### src/hdl/b64d_pkg.sv
`default_nettype none
package b64d_pkg;

    localparam int Q_DEPTH = 4;
    localparam int Q_PTR_W = $clog2(Q_DEPTH);
    localparam int Q_CNT_W = $clog2(Q_DEPTH + 1);

    typedef struct packed {
        logic [7:0] char_in;
        logic       msg_last;
    } t_in_item;

    typedef struct packed {
        logic [7:0] byte_out;
        logic       run_last;
        logic       message_end;
    } t_out_item;

    typedef struct packed {
        logic [2:0][7:0] bytes;
        logic [1:0]      count;
        logic            msg_end;
    } t_job;

    typedef struct packed {
        logic       halted;
        logic [1:0] group_count;
    } t_front_stat;

    typedef struct packed {
        logic full;
        logic empty;
    } t_q_stat;

endpackage
`default_nettype wire

### src/hdl/b64d_front.sv
`default_nettype none
module b64d_front (
    input  wire                   i_clk,
    input  wire                   i_rst_n,
    input  wire                   i_accept,
    input  b64d_pkg::t_in_item    i_item,
    output logic                  o_push,
    output b64d_pkg::t_job        o_job,
    output b64d_pkg::t_front_stat o_stat
);
    import b64d_pkg::*;

    localparam logic [6:0] NO_SEXTET = 7'd64;

    function automatic logic [6:0] sextet_of(input logic [7:0] c);
        logic [6:0] s;
        s = NO_SEXTET;
        if (c >= 8'h41 && c <= 8'h5a) begin
            s = 7'(c - 8'h41);
        end else if (c >= 8'h61 && c <= 8'h7a) begin
            s = 7'(c - 8'h61 + 8'd26);
        end else if (c >= 8'h30 && c <= 8'h39) begin
            s = 7'(c - 8'h30 + 8'd52);
        end else if (c == 8'h2b) begin
            s = 7'd62;
        end else if (c == 8'h2f) begin
            s = 7'd63;
        end
        return s;
    endfunction

    function automatic logic [2:0][7:0] pack_bytes(input logic [5:0] s0, input logic [5:0] s1,
                                                    input logic [5:0] s2, input logic [5:0] s3);
        logic [2:0][7:0] b;
        b[0] = {s0, s1[5:4]};
        b[1] = {s1[3:0], s2[5:2]};
        b[2] = {s2[1:0], s3};
        return b;
    endfunction

    logic [2:0][5:0] r_store, n_store;
    logic [1:0]      r_cnt, n_cnt;
    logic            r_halt, n_halt;
    logic [6:0]      sx;
    logic [5:0]      s2_flush;
    t_job            job;

    always_comb begin
        sx       = sextet_of(i_item.char_in);
        n_store  = r_store;
        n_cnt    = r_cnt;
        n_halt   = r_halt;
        job      = '0;
        s2_flush = '0;
        if (!r_halt) begin
            if (sx[6]) begin
                n_halt = 1'b1;
            end else if (r_cnt == 2'd3) begin
                job.bytes = pack_bytes(r_store[0], r_store[1], r_store[2], sx[5:0]);
                job.count = 2'd3;
                n_cnt     = 2'd0;
            end else begin
                unique case (r_cnt)
                    2'd0:    n_store[0] = sx[5:0];
                    2'd1:    n_store[1] = sx[5:0];
                    default: n_store[2] = sx[5:0];
                endcase
                n_cnt = r_cnt + 2'd1;
            end
        end
        if (i_item.msg_last) begin
            if (n_cnt > 2'd1) begin
                s2_flush  = (n_cnt == 2'd3) ? n_store[2] : 6'd0;
                job.bytes = pack_bytes(n_store[0], n_store[1], s2_flush, 6'd0);
                job.count = n_cnt - 2'd1;
            end
            job.msg_end = 1'b1;
            n_store     = '0;
            n_cnt       = 2'd0;
            n_halt      = 1'b0;
        end
    end

    always_ff @(posedge i_clk) begin
        if (!i_rst_n) begin
            r_store <= '0;
            r_cnt   <= 2'd0;
            r_halt  <= 1'b0;
        end else if (i_accept) begin
            r_store <= n_store;
            r_cnt   <= n_cnt;
            r_halt  <= n_halt;
        end
    end

    assign o_push             = i_accept && (job.count != 2'd0);
    assign o_job              = job;
    assign o_stat.halted      = r_halt;
    assign o_stat.group_count = r_cnt;

endmodule
`default_nettype wire

### src/hdl/b64d_queue.sv
`default_nettype none
module b64d_queue (
    input  wire               i_clk,
    input  wire               i_rst_n,
    input  wire               i_push,
    input  b64d_pkg::t_job    i_job,
    input  wire               i_pop,
    output logic              o_valid,
    output b64d_pkg::t_job    o_job,
    output b64d_pkg::t_q_stat o_stat
);
    import b64d_pkg::*;

    t_job                r_mem [Q_DEPTH];
    logic [Q_PTR_W-1:0]  r_wr, r_rd;
    logic [Q_CNT_W-1:0]  r_cnt;
    logic                do_push, do_pop;

    assign o_stat.full  = (r_cnt == Q_CNT_W'(Q_DEPTH));
    assign o_stat.empty = (r_cnt == '0);
    assign do_push      = i_push && !o_stat.full;
    assign do_pop       = i_pop && !o_stat.empty;
    assign o_valid      = !o_stat.empty;
    assign o_job        = r_mem[r_rd];

    always_ff @(posedge i_clk) begin
        if (do_push) begin
            r_mem[r_wr] <= i_job;
        end
    end

    always_ff @(posedge i_clk) begin
        if (!i_rst_n) begin
            r_wr  <= '0;
            r_rd  <= '0;
            r_cnt <= '0;
        end else begin
            if (do_push) begin
                r_wr <= r_wr + 1'b1;
            end
            if (do_pop) begin
                r_rd <= r_rd + 1'b1;
            end
            if (do_push && !do_pop) begin
                r_cnt <= r_cnt + 1'b1;
            end else if (do_pop && !do_push) begin
                r_cnt <= r_cnt - 1'b1;
            end
        end
    end

endmodule
`default_nettype wire

### src/hdl/b64d_back.sv
`default_nettype none
module b64d_back (
    input  wire                 i_clk,
    input  wire                 i_rst_n,
    input  wire                 i_q_valid,
    input  b64d_pkg::t_job      i_job,
    output logic                o_pop,
    output logic                o_out_valid,
    input  wire                 i_out_stall,
    output b64d_pkg::t_out_item o_out_data
);
    import b64d_pkg::*;

    logic [1:0] r_idx;
    logic       r_valid;
    t_out_item  r_out;
    logic       load, last_b;

    assign load   = i_q_valid && (!r_valid || !i_out_stall);
    assign last_b = (r_idx == i_job.count - 2'd1);
    assign o_pop  = load && last_b;

    always_ff @(posedge i_clk) begin
        if (load) begin
            r_out.byte_out    <= i_job.bytes[r_idx];
            r_out.run_last    <= last_b;
            r_out.message_end <= last_b && i_job.msg_end;
        end
    end

    always_ff @(posedge i_clk) begin
        if (!i_rst_n) begin
            r_idx   <= 2'd0;
            r_valid <= 1'b0;
        end else begin
            if (load) begin
                r_valid <= 1'b1;
                r_idx   <= last_b ? 2'd0 : r_idx + 2'd1;
            end else if (!i_out_stall) begin
                r_valid <= 1'b0;
            end
        end
    end

    assign o_out_valid = r_valid;
    assign o_out_data  = r_out;

endmodule
`default_nettype wire

### src/hdl/base64_stream_decoder.sv
// Each decoded byte passes through the job queue and then the output register.
// One character per cycle unless stalled; a full group gives three bytes at that rate.
// A four-entry job queue between the decode front and the byte sequencer stalls the
// input only when it fills, which a sustained stall on the output causes.
// Reset (i_rst_n low, synchronous) empties the queue and clears the group state.
`default_nettype none
module base64_stream_decoder (
    input  wire                 i_clk,
    input  wire                 i_rst_n,
    input  wire                 i_in_valid,
    output logic                o_in_stall,
    input  b64d_pkg::t_in_item  i_in_data,
    output logic                o_out_valid,
    input  wire                 i_out_stall,
    output b64d_pkg::t_out_item o_out_data
);
    import b64d_pkg::*;

    logic        accept, push, q_valid, pop;
    t_job        f_job, q_job;
    t_front_stat f_stat;
    t_q_stat     q_stat;

    assign o_in_stall = q_stat.full;
    assign accept     = i_in_valid && !q_stat.full;

    b64d_front u_front (
        .i_clk   (i_clk),
        .i_rst_n (i_rst_n),
        .i_accept(accept),
        .i_item  (i_in_data),
        .o_push  (push),
        .o_job   (f_job),
        .o_stat  (f_stat)
    );

    b64d_queue u_queue (
        .i_clk  (i_clk),
        .i_rst_n(i_rst_n),
        .i_push (push),
        .i_job  (f_job),
        .i_pop  (pop),
        .o_valid(q_valid),
        .o_job  (q_job),
        .o_stat (q_stat)
    );

    b64d_back u_back (
        .i_clk      (i_clk),
        .i_rst_n    (i_rst_n),
        .i_q_valid  (q_valid),
        .i_job      (q_job),
        .o_pop      (pop),
        .o_out_valid(o_out_valid),
        .i_out_stall(i_out_stall),
        .o_out_data (o_out_data)
    );

    a_msg_clears: assert property (@(posedge i_clk) disable iff (!i_rst_n)
        accept && i_in_data.msg_last |=> !f_stat.halted && f_stat.group_count == 2'd0)
        else $error("group state not cleared after end of message");

    a_pop_nonempty: assert property (@(posedge i_clk) disable iff (!i_rst_n)
        pop |-> q_valid && !q_stat.empty)
        else $error("pop from empty job queue");

    a_end_is_run_last: assert property (@(posedge i_clk) disable iff (!i_rst_n)
        o_out_valid && o_out_data.message_end |-> o_out_data.run_last)
        else $error("message end on a byte that does not close its transaction");

    a_no_push_when_full: assert property (@(posedge i_clk) disable iff (!i_rst_n)
        q_stat.full |-> !push)
        else $error("job pushed into a full queue");

endmodule
`default_nettype wire
### config.mk
export PLATFORM = sky130hd
export DESIGN_NAME = base64_stream_decoder
export DESIGN_NICKNAME = d
export VERILOG_FILES = /design/src/hdl/b64d_pkg.sv /design/src/hdl/b64d_front.sv /design/src/hdl/b64d_queue.sv /design/src/hdl/b64d_back.sv /design/src/hdl/base64_stream_decoder.sv
export SDC_FILE = /design/constraint.sdc
export NUM_CORES = 1
export LEC_CHECK = 0
export BUFFER_PORTS_ARGS = -buffer_cell sky130_fd_sc_hd__buf_2
export CORE_UTILIZATION = 25
export CTS_CLUSTER_DIAMETER = 120
export DETAILED_ROUTE_END_ITERATION = 12
export PLACE_DENSITY_LB_ADDON = 0.1
export SYNTH_ARGS = -nofsm -noshare
export SYNTH_HDL_FRONTEND = slang
export SYNTH_SLANG_ARGS = --single-unit
### constraint.sdc
create_clock -name i_clk -period 4.3 [get_ports i_clk]
set_input_delay 0.215 -clock i_clk [delete_from_list [all_inputs] [get_ports i_clk]]
set_output_delay 0.215 -clock i_clk [all_outputs]
set_load 0.01 [all_outputs]
Yosys cells after proc, flatten, opt, wreduce, memory -nomap -nowiden
Memory sizes are Yosys's and may differ from the RTL's. A register that Yosys moved wholly into a read port is not among the register bits.
Cells that the tools add are included.
W data, S select, Z words.

storage, ports and cells
  output and inout bits = 12
  memory bits (writable) = 108
  input bits = 13
  word-level logic and storage cells = 103
  flip-flop bits (word level) = 41
  memories = 1

operators by class
  reductions and logical operators = 24
  magnitude comparators = 8
  muxes and demuxes = 36
  equal/unequal tests = 8
  $add $sub $neg = 13

memory list
  memory         depth  bits a word  rd ports  clocked after Yosys merged registers in  wr ports  RTL line          text
  u_queue.r_mem  4      27           1         1                                        1         b64d_queue.sv:14  t_job r_mem [Q_DEPTH];

operators with widths
  cell                   count
  $mux W26               4
  $mux W18               4
  $mux W7                5
  $mux W27               1
  $mux W6                4
  $bmux W8 S2            1
  $eq A8 B6 Y1 const B   2
  $ge A8 B7 Y1 const B   2
  $le A8 B7 Y1 const B   2
  $mux W2                7
  $sub A7 B7 Y7 const B  2
  $logic_and A1 B1 Y1    12
  $add A2 B1 Y2 const B  4
  $ge A8 B6 Y1 const B   1
  $le A8 B6 Y1 const B   1
  $mux W8                1
  $add A7 B5 Y7 const B  1
  $add A7 B6 Y7 const B  1
  $mux W1                7
  $sub A7 B6 Y7 const B  1
  $logic_not A1 Y1       6
  $mux W3                2
  $eq A2 B2 Y1 const B   2
  $reduce_bool A2 Y1     2
  other kinds (13)       14

Longest topological paths before layout
Gate-level depths: netlist of run 1.

  depth after elaboration = 20
  gate-level depth with buffers = 13
  gate-level depth less buffers = 12

By module
From an unflattened synthesis of run 1, not the netlist that was laid out.

unflattened totals
  cells, all modules = 457
  area total of the unflattened synthesis = 6812.8 sq um

modules (own cells, without submodules)
  module                 cells each  seq. area each (sq um)  area an instance (sq um)  times used
  b64d_queue             190         3423.3                  4434.3                    1
  b64d_front             206         420.4                   1709.1                    1
  b64d_back              60          360.3                   655.6                     1
  base64_stream_decoder  1           0.0                     13.8                      1

Worst setup path after synthesis of run 1
No wires, ideal clock.

  path type = input -> register
  from = input port i_in_data[3] in the netlist's numbering
  to = register u_queue.r_cnt[2]
  stages on the path = 13
  required time = 4.224 ns
  path buffers = 2
  setup slack = 1.123 ns
  arrival = 3.102 ns
  setup time = 0.076 ns
  cell sequence = buf_6 > inv_1 > ha_1 > o211a_1 > buf_2 > o31ai_4 > mux2i_2 > ha_1 > inv_1 > fa_1 > xor2_1 > or3_1 > a21boi_0

on the way
  cells in the longest elaborated chain, start to end = 17
  elaborated cells on any way between the ends = 37
  those cells by class = 6 x add/sub; 7 x order compare; 2 x eq/ne; 12 x mux; 10 x reduce/logical

ends and longest elaborated chain
  item                                                                   RTL line                            text
  start, declared                                                        base64_stream_decoder.sv:12         input b64d_pkg::t_in_item i_in_data,
  parallel branches: the longest is 5 deep, another holds $sub A7 B6 Y7  n/a
  $mux W7 *                                                              b64d_front.sv:18                    if (c >= 8'h41 && c <= 8'h5a) begin
  $mux W2                                                                b64d_front.sv:56                    if (sx[6]) begin
  $mux W2                                                                b64d_front.sv:55                    if (!r_halt) begin
  $sub A2 B1 Y2 / $gt A2 B1 Y1 (equally long branches)                   b64d_front.sv:75, b64d_front.sv:72
  $mux W26                                                               b64d_front.sv:72                    if (n_cnt > 2'd1) begin
  $mux W27 *                                                             b64d_front.sv:71                    if (i_item.msg_last) begin
  $reduce_bool A2 Y1 *                                                   b64d_front.sv:96                    assign o_push = i_accept && (job.count != 2'd0);
  $logic_and A1 B1 Y1 *                                                  b64d_front.sv:96
  $logic_and A1 B1 Y1 *                                                  b64d_queue.sv:21                    assign do_push = i_push && !o_stat.full;
  net u_queue.do_push                                                    b64d_queue.sv:17                    logic do_push, do_pop;
  $logic_not A1 Y1                                                       b64d_queue.sv:46                    end else if (do_pop && !do_push) begin
  $logic_and A1 B1 Y1                                                    b64d_queue.sv:46
  $reduce_bool A2 Y1 (no source line)                                    n/a
  end signal, assigned                                                   b64d_queue.sv:45                    r_cnt <= r_cnt + 1'b1;
  end signal, assigned                                                   b64d_queue.sv:47                    r_cnt <= r_cnt - 1'b1;
  end, declared                                                          b64d_queue.sv:16                    logic [Q_CNT_W-1:0] r_cnt;

Mark *: on every way through the listed nets, which the timed path passes.
A chain may end at the register's enable or synchronous reset.

Final worst setup path of run 1
  from = input port i_in_data[2] in the netlist's numbering
  to = register u_queue.r_cnt[2]

The elaborated chain is that of the path after synthesis.

==> impl_metrics.tcl, run 1 <==
set metrics [dict create \
    arrival_ns 3.56 \
    status "finished, violations left" \
    grt_pass1_vias 3899 \
    grt_antenna_before_repair 0 \
    yosysUniqueCellTypes 58 \
    design.portCount 25 \
    cp-start-kind "input pin" \
    synth_ff_type "edfxtp_1" \
    gp_congestion 0.732 \
    clock_sinks 151 \
    setup_viol 0 \
    first_pass_iters 10 \
    slew_viol_final 0 \
    worstRegToRegCells 10 \
    period_needed_ns 3.21 \
    hold_class "in2reg" \
    n_antenna_cell 0 \
    relSlewSlack_pct 38.0 \
    p_per_area_mw_per_mm2 408 \
    cp_max_fo 10 \
    final_nets 497 \
    period_share_pct 74.8 \
    synth_area_leader_cell "edfxtp_1" \
    async_flop_share_pct 0 \
    p_sw_mw 0.691 \
    swShare_pct 21.5 \
    port_buffers 24 \
    postCtsHoldBufs 0 \
    hold_viol_final 0 \
    post_cts_buffers 0 \
    drive_above_1_share_pct 22.1 \
    grt_pass1_wl_um 23700 \
    p_int_mw 2.52 \
    rsz0062_at_grt "false" \
    path_clk_slew_ns 0.07 \
    seqPwrFrac_pct 48.5 \
    yosysWarnings 0 \
    power_mw 3.21 \
    cts_tree "built" \
    ant_nets 0 \
    die_h_um 166 \
    die_width_um 166 \
    ir_drop_uv 224 \
    dp_hpwl_um 9830 \
    yosys.area.top_type_share_pct 52.6 \
    crit_type "in2reg" \
    routed_via_density 4.70 \
    post_drt_wl_per_cell_um 18.8 \
    leakage_nw 2.69 \
    rows 59 \
    cts_buffer_depth 2 \
    cts_resized 0 \
    synth_edf_count 118 \
    ctsHtreeMaxLevel 4 \
    pwr-share-comb_pct 3.2 \
    skew_ns 0.0113 \
    syn_inst 439 \
    finalSetupTns_ns 0 \
    cts_root_buffer "clkbuf_16" \
    fmaxAchievable_ghz 0.311 \
    synth_fp_nets 469 \
    syn_area_mm2 0.00673 \
    grt_max_degree 39 \
    worstPathRequired_ns 4.64 \
    hold_depth 3 \
    synth_area_leaders "edfxtp_1, dfxtp_1, mux4_2" \
    first_iter_violations 375 \
    area_growth_pct 16.8 \
    clk_latency_ns 0.41 \
    numCtsBuffers 17 \
    power.share.clock_pct 48.3 \
    overflow 0 \
    postRouteWirelength_um 15400 \
    grt.total_usage_pct 11.6 \
    core_mm2 0.0262 \
    worstSetupEndpointType "register" \
    ys_ff_latch 151 \
    max-cap-violations 0 \
    tightest_slew_ns 0.929 \
    start_util_pct 25.7 \
    vias 3829 \
    synth_area_per_cell_um2 15.3 \
    drcViolationCount 2 \
    yosysSeqAreaShare_pct 62.4 \
    dieArea_mm2 0.0276 \
    violations "DRC" \
]
-- critical path, stage by stage --
cell and delay, ns:
buf_2 0.16, inv_1 0.13, ha_1 0.28, and4bb_2 0.28, a311oi_4 0.52, o31ai_4 0.19
mux2i_2 0.40, ha_1 0.25, inv_1 0.07, fa_1 0.43, xor2_1 0.17, or3_1 0.30
a21boi_0 0.16
-- routing by layer --
layer | global-route usage, % | vias to the layer above | share of wire (%)
li1 | - | 1792 | -
met1 | 15.3 | 1952 | 47
met2 | 18.7 | 75 | 48
met3 | 2.74 | 10 | 3.2
met4 | 3.82 | 0 | 1.2
met5 | 0 | - | 0
-- registers in the layout (all words and copies together) (netlist names), named ones only --
register            cells
u_queue.r_cnt           3
u_back.o_out_data      10
u_front.r_halt          1
u_queue.r_mem         108
u_front.r_store        18
u_back.r_idx            2
u_front.r_cnt           2
u_queue.r_wr            2
u_queue.r_rd            2
u_back.o_out_valid      1
-- cells by family (layout without fill, tap and decap cells) --
group	count (synthesis)	count (layout)	synth area share, %
AOI/OAI and AO/OA	86	86	10.6
xor gates and xnor gates	11	11	1.43
adders and majority gates	17	17	3.27
buffers and inverters	45	86	2.73
DFF	151	151	62.4
muxes	39	39	10.9
and+or+nand+nor	90	90	8.62
-- Yosys cell counts, types with 2 or more instances --
library cell	n
edfxtp_1	118
dfxtp_1	33
mux4_2	27
inv_1	19
a32o_1	18
nor2b_1	18
ha_1	16
clkbuf_1	15
and2_1	14
nand2_1	13
a22o_1	12
mux2i_1	11
a22oi_1	10
nand3_1	9
o22ai_1	9
xnor2_1	9
o21ai_0	8
a31oi_1	7
buf_1	6
a21oi_1	5
and3_1	5
nand2b_1	4
nand4_1	4
nor3b_1	4
buf_2	3
nor2_1	3
a211o_1	2
a21boi_0	2
a21o_1	2
and4b_1	2
nor3_1	2
or3_1	2
xor2_1	2
-- placed cells by master (no fill, tap or decap), types with 3 or more instances in the layout --
cell type | synthesis | final
ha_1 | 16 | 16
nand2b_1 | 4 | 4
a22oi_1 | 10 | 10
a22o_1 | 12 | 12
buf_4 | 1 | 11
inv_6 | 0 | 4
nand3_1 | 9 | 9
o22ai_1 | 9 | 9
clkinv_4 | 0 | 5
xnor2_1 | 9 | 9
mux4_2 | 27 | 27
edfxtp_1 | 118 | 118
nor2b_1 | 18 | 18
and3_1 | 5 | 5
nor2_1 | 3 | 3
buf_2 | 3 | 24
nand2_1 | 13 | 13
clkbuf_16 | 0 | 17
a32o_1 | 18 | 18
a31oi_1 | 7 | 7
dfxtp_1 | 33 | 32
and2_1 | 14 | 14
inv_1 | 19 | 19
bufinv_16 | 0 | 3
a21oi_1 | 5 | 4
nor3b_1 | 4 | 4
nand4_1 | 4 | 4
o21ai_0 | 8 | 8
mux2i_1 | 11 | 11
-- metrics by stage --
stage	utilization (%)	area (um^2)	worst slack [ns]	std cells	hold slack, ns
5_1_grt	30.0	7870	0.809	815	0.0847
3_3_place_gp	27.7	7250	0.731	783	0.473
4_1_cts	30.0	7870	1.04	815	0.0601
6_report	30.0	7870	1.09	815	0.0844
3_5_place_dp	27.7	7250	0.628	783	0.484
2_1_floorplan	-	6730	1.12	439	0.314
-- area by class of cell --
class | instances | area, um^2
fill | 2565 | 18300
tap | 335 | 419
multi-input combinational | 243 | 2350
clock inverter | 15 | 193
inverter | 19 | 71.3
timing repair buffer | 35 | 203
sequential | 151 | 4210
clock buffer | 17 | 425
-- final timing paths --
kind	start	to	slack, ns
max	i_in_data[2]	u_queue.r_cnt[2]	1.09
min	i_out_stall	u_back.o_out_valid	0.08
max reg2reg	u_queue.r_cnt[0]	u_queue.r_cnt[2]	1.11
min reg2reg	u_back.o_out_valid	u_back.o_out_valid	0.49
-- power groups by stage --
stage               clock [mW]  combinational (mW)  sequential (mW)
finish                    1.55               0.102             1.56
CTS                       1.59               0.102             1.56
global route              1.65               0.111             1.56
floorplan                    0              0.0671             1.59
global placement             0               0.102             1.59
detailed placement           0               0.102             1.59
(Power assumes the default switching activity.)
==> run 2: changes to the inputs <==
==> constraint.sdc (replaced) <==
create_clock -name i_clk -period 2.7 [get_ports i_clk]
set_input_delay 0.135 -clock i_clk [delete_from_list [all_inputs] [get_ports i_clk]]
set_output_delay 0.135 -clock i_clk [all_outputs]
set_load 0.01 [all_outputs]
==> run 2 against run 1 <==
Sequential cell count did not move. Largest cell class unchanged. Core utilization rose by 1.6 points. The run still ends with DRC left. Largest power group unchanged. Combinational power rose by 100%. Global-route usage rose by 0.84 points. Critical path type is now reg2reg.
==> impl_metrics.tcl, run 2 (synthesis gave the netlist of run 1 again) <==
set metrics [dict create \
    post_cts_buffers 0 \
    relSlewSlack_pct 50.2 \
    die_h_um 166 \
    grt_antenna_before_repair 0 \
    tightest_slew_ns 0.745 \
    vias 3999 \
    cts_root_buffer "clkbuf_16" \
    area_growth_pct 23.1 \
    critical_path.cell_chain "buf_4 > mux4_2 > nand2b_1 > mux2i_2 > nand2_2 > ha_2 > inv_2 > fa_2 > xor2_1 > or3_1 > a21boi_1" \
    critPathMaxStageDelay_ns 0.52 \
    final_nets 536 \
    period_needed_ns 2.52 \
    ant_nets 0 \
    pre_cts_ws_ns -0.312 \
    violations "DRC" \
    gp_congestion 0.767 \
    placed_area_mm2 0.00766 \
    arrival_ns 2.88 \
    crit_path_top_delay_cell "mux4_2" \
    numCtsBuffers 17 \
    final_common_cell "edfxtp_1" \
    crit_type "reg2reg" \
    fmaxAchievable_ghz 0.397 \
    post-route-util_pct 31.6 \
    p_int_mw 4.04 \
    finalSetupTns_ns 0 \
    p_per_area_mw_per_mm2 620 \
    rsz0062_at_grt "false" \
    dieArea_mm2 0.0276 \
    port_buffers 24 \
    overflow 0 \
    period_share_pct 93.3 \
    cp_num_buf_inv 2 \
    top_register "u_queue.r_mem" \
    grt_pass1_vias 4194 \
    die_width_um 166 \
    grt_max_degree 38 \
    cts_tree "built" \
    grt_pass1_wl_um 25400 \
    post_drt_wl_per_cell_um 18.9 \
    postRouteWirelength_um 16200 \
    seqPwrFrac_pct 48.3 \
    routed_via_density 4.68 \
    cts_buffer_depth 2 \
    dp_hpwl_um 10600 \
    power.share.clock_pct 47.7 \
    layout_common_cells "edfxtp_1, buf_4, dfxtp_1" \
    p_sw_mw 1.10 \
    hold_class "in2reg" \
    design.portCount 25 \
    clock_sinks 151 \
    slew_viol_final 0 \
    drive_above_1_share_pct 30.3 \
    cp_max_fo 3 \
    pwr-share-comb_pct 4.1 \
    worstSetupEndpointType "register" \
    rows 59 \
    start_util_pct 25.7 \
    critPathTopFamily "multiplexers" \
    leakage_nw 2.88 \
    setup_ws_ns 0.181 \
    hold_viol_final 0 \
    core_mm2 0.0262 \
    setup_viol 0 \
    cp-start-kind "register" \
    swShare_pct 21.4 \
    n_antenna_cell 0 \
    clk_latency_ns 0.42 \
    worstPathRequired_ns 3.06 \
    skew_ns 0.0157 \
    drcViolationCount 3 \
    final_area_mm2 0.00829 \
    grt.total_usage_pct 12.4 \
    largest_reg_flops 108 \
    ir_drop_uv 440 \
    ctsHtreeMaxLevel 4 \
    path_clk_slew_ns 0.07 \
    r2r_slack_ns 0.18 \
    first_pass_iters 8 \
    status "finished, violations left" \
    max-cap-violations 0 \
    first_iter_violations 242 \
]
run 2: path summary, 6_finish.rpt:
path                                          from  cells past startpoint             endpoint
worst max-delay path                      register                     11     u_queue.r_cnt[2]
worst min-delay path                  i_in_data[0]                      1  u_queue.r_mem[1][0]
worst max register to register            register                     11     u_queue.r_cnt[2]
worst min register to register  u_back.o_out_valid                      2   u_back.o_out_valid
run 2: power groups by stage:
stage	Clock [mW]	Sequential [mW]	Combinational (mW)
after detailed placement	0	2.53	0.210
after global placement	0	2.53	0.210
after floorplan	0	2.53	0.114
final	2.45	2.48	0.209
after global routing	2.61	2.48	0.231
after CTS	2.51	2.48	0.211
run 2: layer usage:
layer / global-route usage (%) / up-vias / share of wire [%]
li1: - / 1872 / -
met1: 15.2 / 2064 / 46
met2: 21.6 / 51 / 51
met3: 2.72 / 12 / 1.8
met4: 4.14 / 0 / 1.3
met5: 0 / - / 0
run 2: area by class of cell:
type / count / area [um^2]
clock buffers: 20 / 437
clock inverters: 12 / 169
fillers: 2554 / 17900
inverters: 19 / 77.6
multi-input cells: 243 / 2430
flip-flops and latches: 151 / 4210
well taps: 335 / 419
repair buffers: 74 / 548
run 2: what timing repair did:
item | in CTS | in global routing
hold buffers | 1 | 0
endpoints found under the hold margin | 1 | 0
endpoints found under the setup margin | 0 | 25
resized for setup | 0 | 2
run 2: metrics by stage:
stage	cells	hold WS, ns	total power, mW
after global routing	854	0.0610	5.32
after floorplan	439	0.234	2.64
final	854	0.0871	5.14
after global placement	821	0.414	2.74
after CTS	854	0.0570	5.20
after detailed placement	821	0.427	2.74
==> run 3: changes to the inputs <==
--- a/config.mk
+++ b/config.mk
@@ -12,4 +12,5 @@
 export PLACE_DENSITY_LB_ADDON = 0.1
 export SYNTH_ARGS = -nofsm -noshare
 export SYNTH_HDL_FRONTEND = slang
+export SYNTH_HIERARCHICAL = 1
 export SYNTH_SLANG_ARGS = --single-unit
==> run 3 against run 2 <==
The flow now finishes without violations. Maximum frequency shrank 5.8%. Critical path depth is the same. Via count grew 4.3%. Largest power group unchanged. Core utilization grew 0.32 points. Die area grew 0.99%. Setup slack lost 0.16 ns. Largest cell class unchanged. Combinational power grew 140%. Critical path type unchanged. Highest routed layer unchanged.
==> impl_metrics.tcl, run 3 <==
set metrics [dict create \
    start_util_pct 25.4 \
    numCtsBuffers 17 \
    endpoint "u_queue/r_cnt[2]" \
    core_mm2 0.0268 \
    skew_ns 0.0124 \
    pre_cts_ws_ns -0.485 \
    cp_num_buf_inv 1 \
    worstRegToRegCells 11 \
    rsz0062_at_grt "true" \
    drive_above_1_share_pct 33.2 \
    postRouteWirelength_um 16200 \
    dieArea_mm2 0.0279 \
    final_area_mm2 0.00856 \
    grt_antenna_before_repair 0 \
    crit_type "reg2reg" \
    ctsHtreeMaxLevel 4 \
    ant_nets 0 \
    grt_pass1_wl_um 25400 \
    placed_area_mm2 0.00793 \
    routed_via_density 4.55 \
    grt.total_usage_pct 12.3 \
    largest_reg_flops 108 \
    cp_num_cells 11 \
    first_pass_iters 4 \
    worstPathRequired_ns 3.05 \
    ir_drop_uv 415 \
    fill_cells 2656 \
    first_iter_violations 196 \
    top_register "u_queue/r_mem" \
    setup_ws_ns 0.0242 \
    cts_tree "built" \
    relSlewSlack_pct 56.7 \
    rows 60 \
    critPathTopFamily "multiplexers" \
    synth_area_per_cell_um2 14.9 \
    die_width_um 167 \
    status "completed" \
    port_buffers 24 \
    cts_buffer_depth 2 \
    max-cap-violations 0 \
    vias 4171 \
    final_nets 592 \
    post_drt_wl_per_cell_um 17.7 \
    cp_max_fo 2 \
    period_share_pct 99.1 \
    path_clk_slew_ns 0.07 \
    leakage_nw 2.92 \
    design.portCount 25 \
    regArea_mm2 0.00421 \
    gp_congestion 0.792 \
    hold_class "in2reg" \
    layout_common_cells "edfxtp_1, buf_4, dfxtp_1, o2bb2ai_1, nand2_1" \
    clk_latency_ns 0.42 \
    syn_area_mm2 0.00680 \
    synth_fp_nets 485 \
    multi_input_area_mm2 0.00249 \
    syn_inst 455 \
    period_needed_ns 2.68 \
    slew_viol_final 0 \
    n_antenna_cell 0 \
    drcViolationCount 0 \
    cp-start-kind "register" \
    cts_root_buffer "clkbuf_16" \
    worstSetupEndpointType "register" \
    arrival_ns 3.03 \
    tightest_slew_ns 0.646 \
    clock_sinks 151 \
    setup_viol 0 \
    critical_path.cell_chain "mux4_2 > xor2_2 > mux2i_1 > and2_4 > o31ai_4 > ha_4 > inv_2 > fa_2 > xor2_1 > or3_1 > a21boi_1" \
    yosysWarnings 6 \
    die_h_um 167 \
    final_common_cell "edfxtp_1" \
    post-route-util_pct 31.9 \
    r2r-end "u_queue/r_cnt[2]" \
    hold_viol_final 0 \
    dp_hpwl_um 11200 \
    crit_path_top_delay_cell "mux4_2" \
    grt_max_degree 26 \
    grt_pass1_vias 4343 \
    fmaxAchievable_ghz 0.374 \
    critPathMaxStageDelay_ns 0.55 \
    area_growth_pct 25.9 \
    r2r_slack_ns 0.02 \
    overflow 0 \
    p_per_area_mw_per_mm2 622 \
]
## run 3: timing repair
item | CTS | global route
setup buffers | 1 | 1
gates resized for setup | 4 | 2
pin swaps | 3 | 2
endpoints found under the hold margin | 5 | 0
hold buffers | 2 | 0
setup endpoints to repair | 1 | 2
## run 3: per-layer routing
layer | vias to the layer above | track usage, % | routed length, um
met2 | 62 | 20.9 | 8080
met1 | 2086 | 15.5 | 7620
li1 | 2013 | - | -
met5 | - | 0 | 0
met3 | 10 | 2.40 | 339
met4 | 0 | 4.03 | 196
## run 3: final cells by class
class / instances / share of cell area [%]
clock inverters: 15 / 1.56
multi-input cells: 267 / 29.1
clock buffers: 17 / 4.97
repair buffers: 106 / 9.41
inverters: 19 / 0.862
well taps: 341 / 4.98
flip-flops and latches: 151 / 49.1
## run 3: stage by stage
step	hold WS, ns	setup TNS [ns]	cells	power [mW]
final	0.0425	0	916	5.33
after global routing	0.0473	-0.0942	916	5.54
after CTS	0.0306	-0.0250	915	5.41
after detailed placement	0.429	-21.75	880	3.13
after global placement	0.415	-17.44	880	3.13
after floorplan	0.257	-1.32	455	2.91
## run 3: worst min-delay path by stage
stage,startpoint,end,slack (ns),cells past startpoint
5_1_grt,i_rst_n,u_front/r_cnt[1],0.05,3
6_report,i_rst_n,u_front/r_cnt[1],0.04,3
3_5_place_dp,i_out_stall,u_back/o_out_valid,0.43,3
2_1_floorplan,i_rst_n,u_front/r_halt,0.26,1
4_1_cts,i_rst_n,u_front/r_cnt[1],0.03,3
3_3_place_gp,i_out_stall,u_back/o_out_valid,0.41,3
## run 3: worst reg2reg max path: cells and delay by family (launching register included)
kind | cells | cell delay, ns
XOR/XNOR | 2 | 0.33
adder cells (fa/ha/maj) | 2 | 0.52
buffers and inverters | 1 | 0.04
flip-flops | 1 | 0.34
AND/OR/NAND/NOR | 2 | 0.47
multiplexers | 2 | 0.70
AO/OA/AOI/OAI | 2 | 0.21
## run 3: power breakdown
group          total, mW  leakage [nW]  internal, mW  switching, mW
clock network       2.24         0.275          1.22           1.03
logic              0.508          1.32         0.225          0.283
registers           2.58          1.32          2.55         0.0264
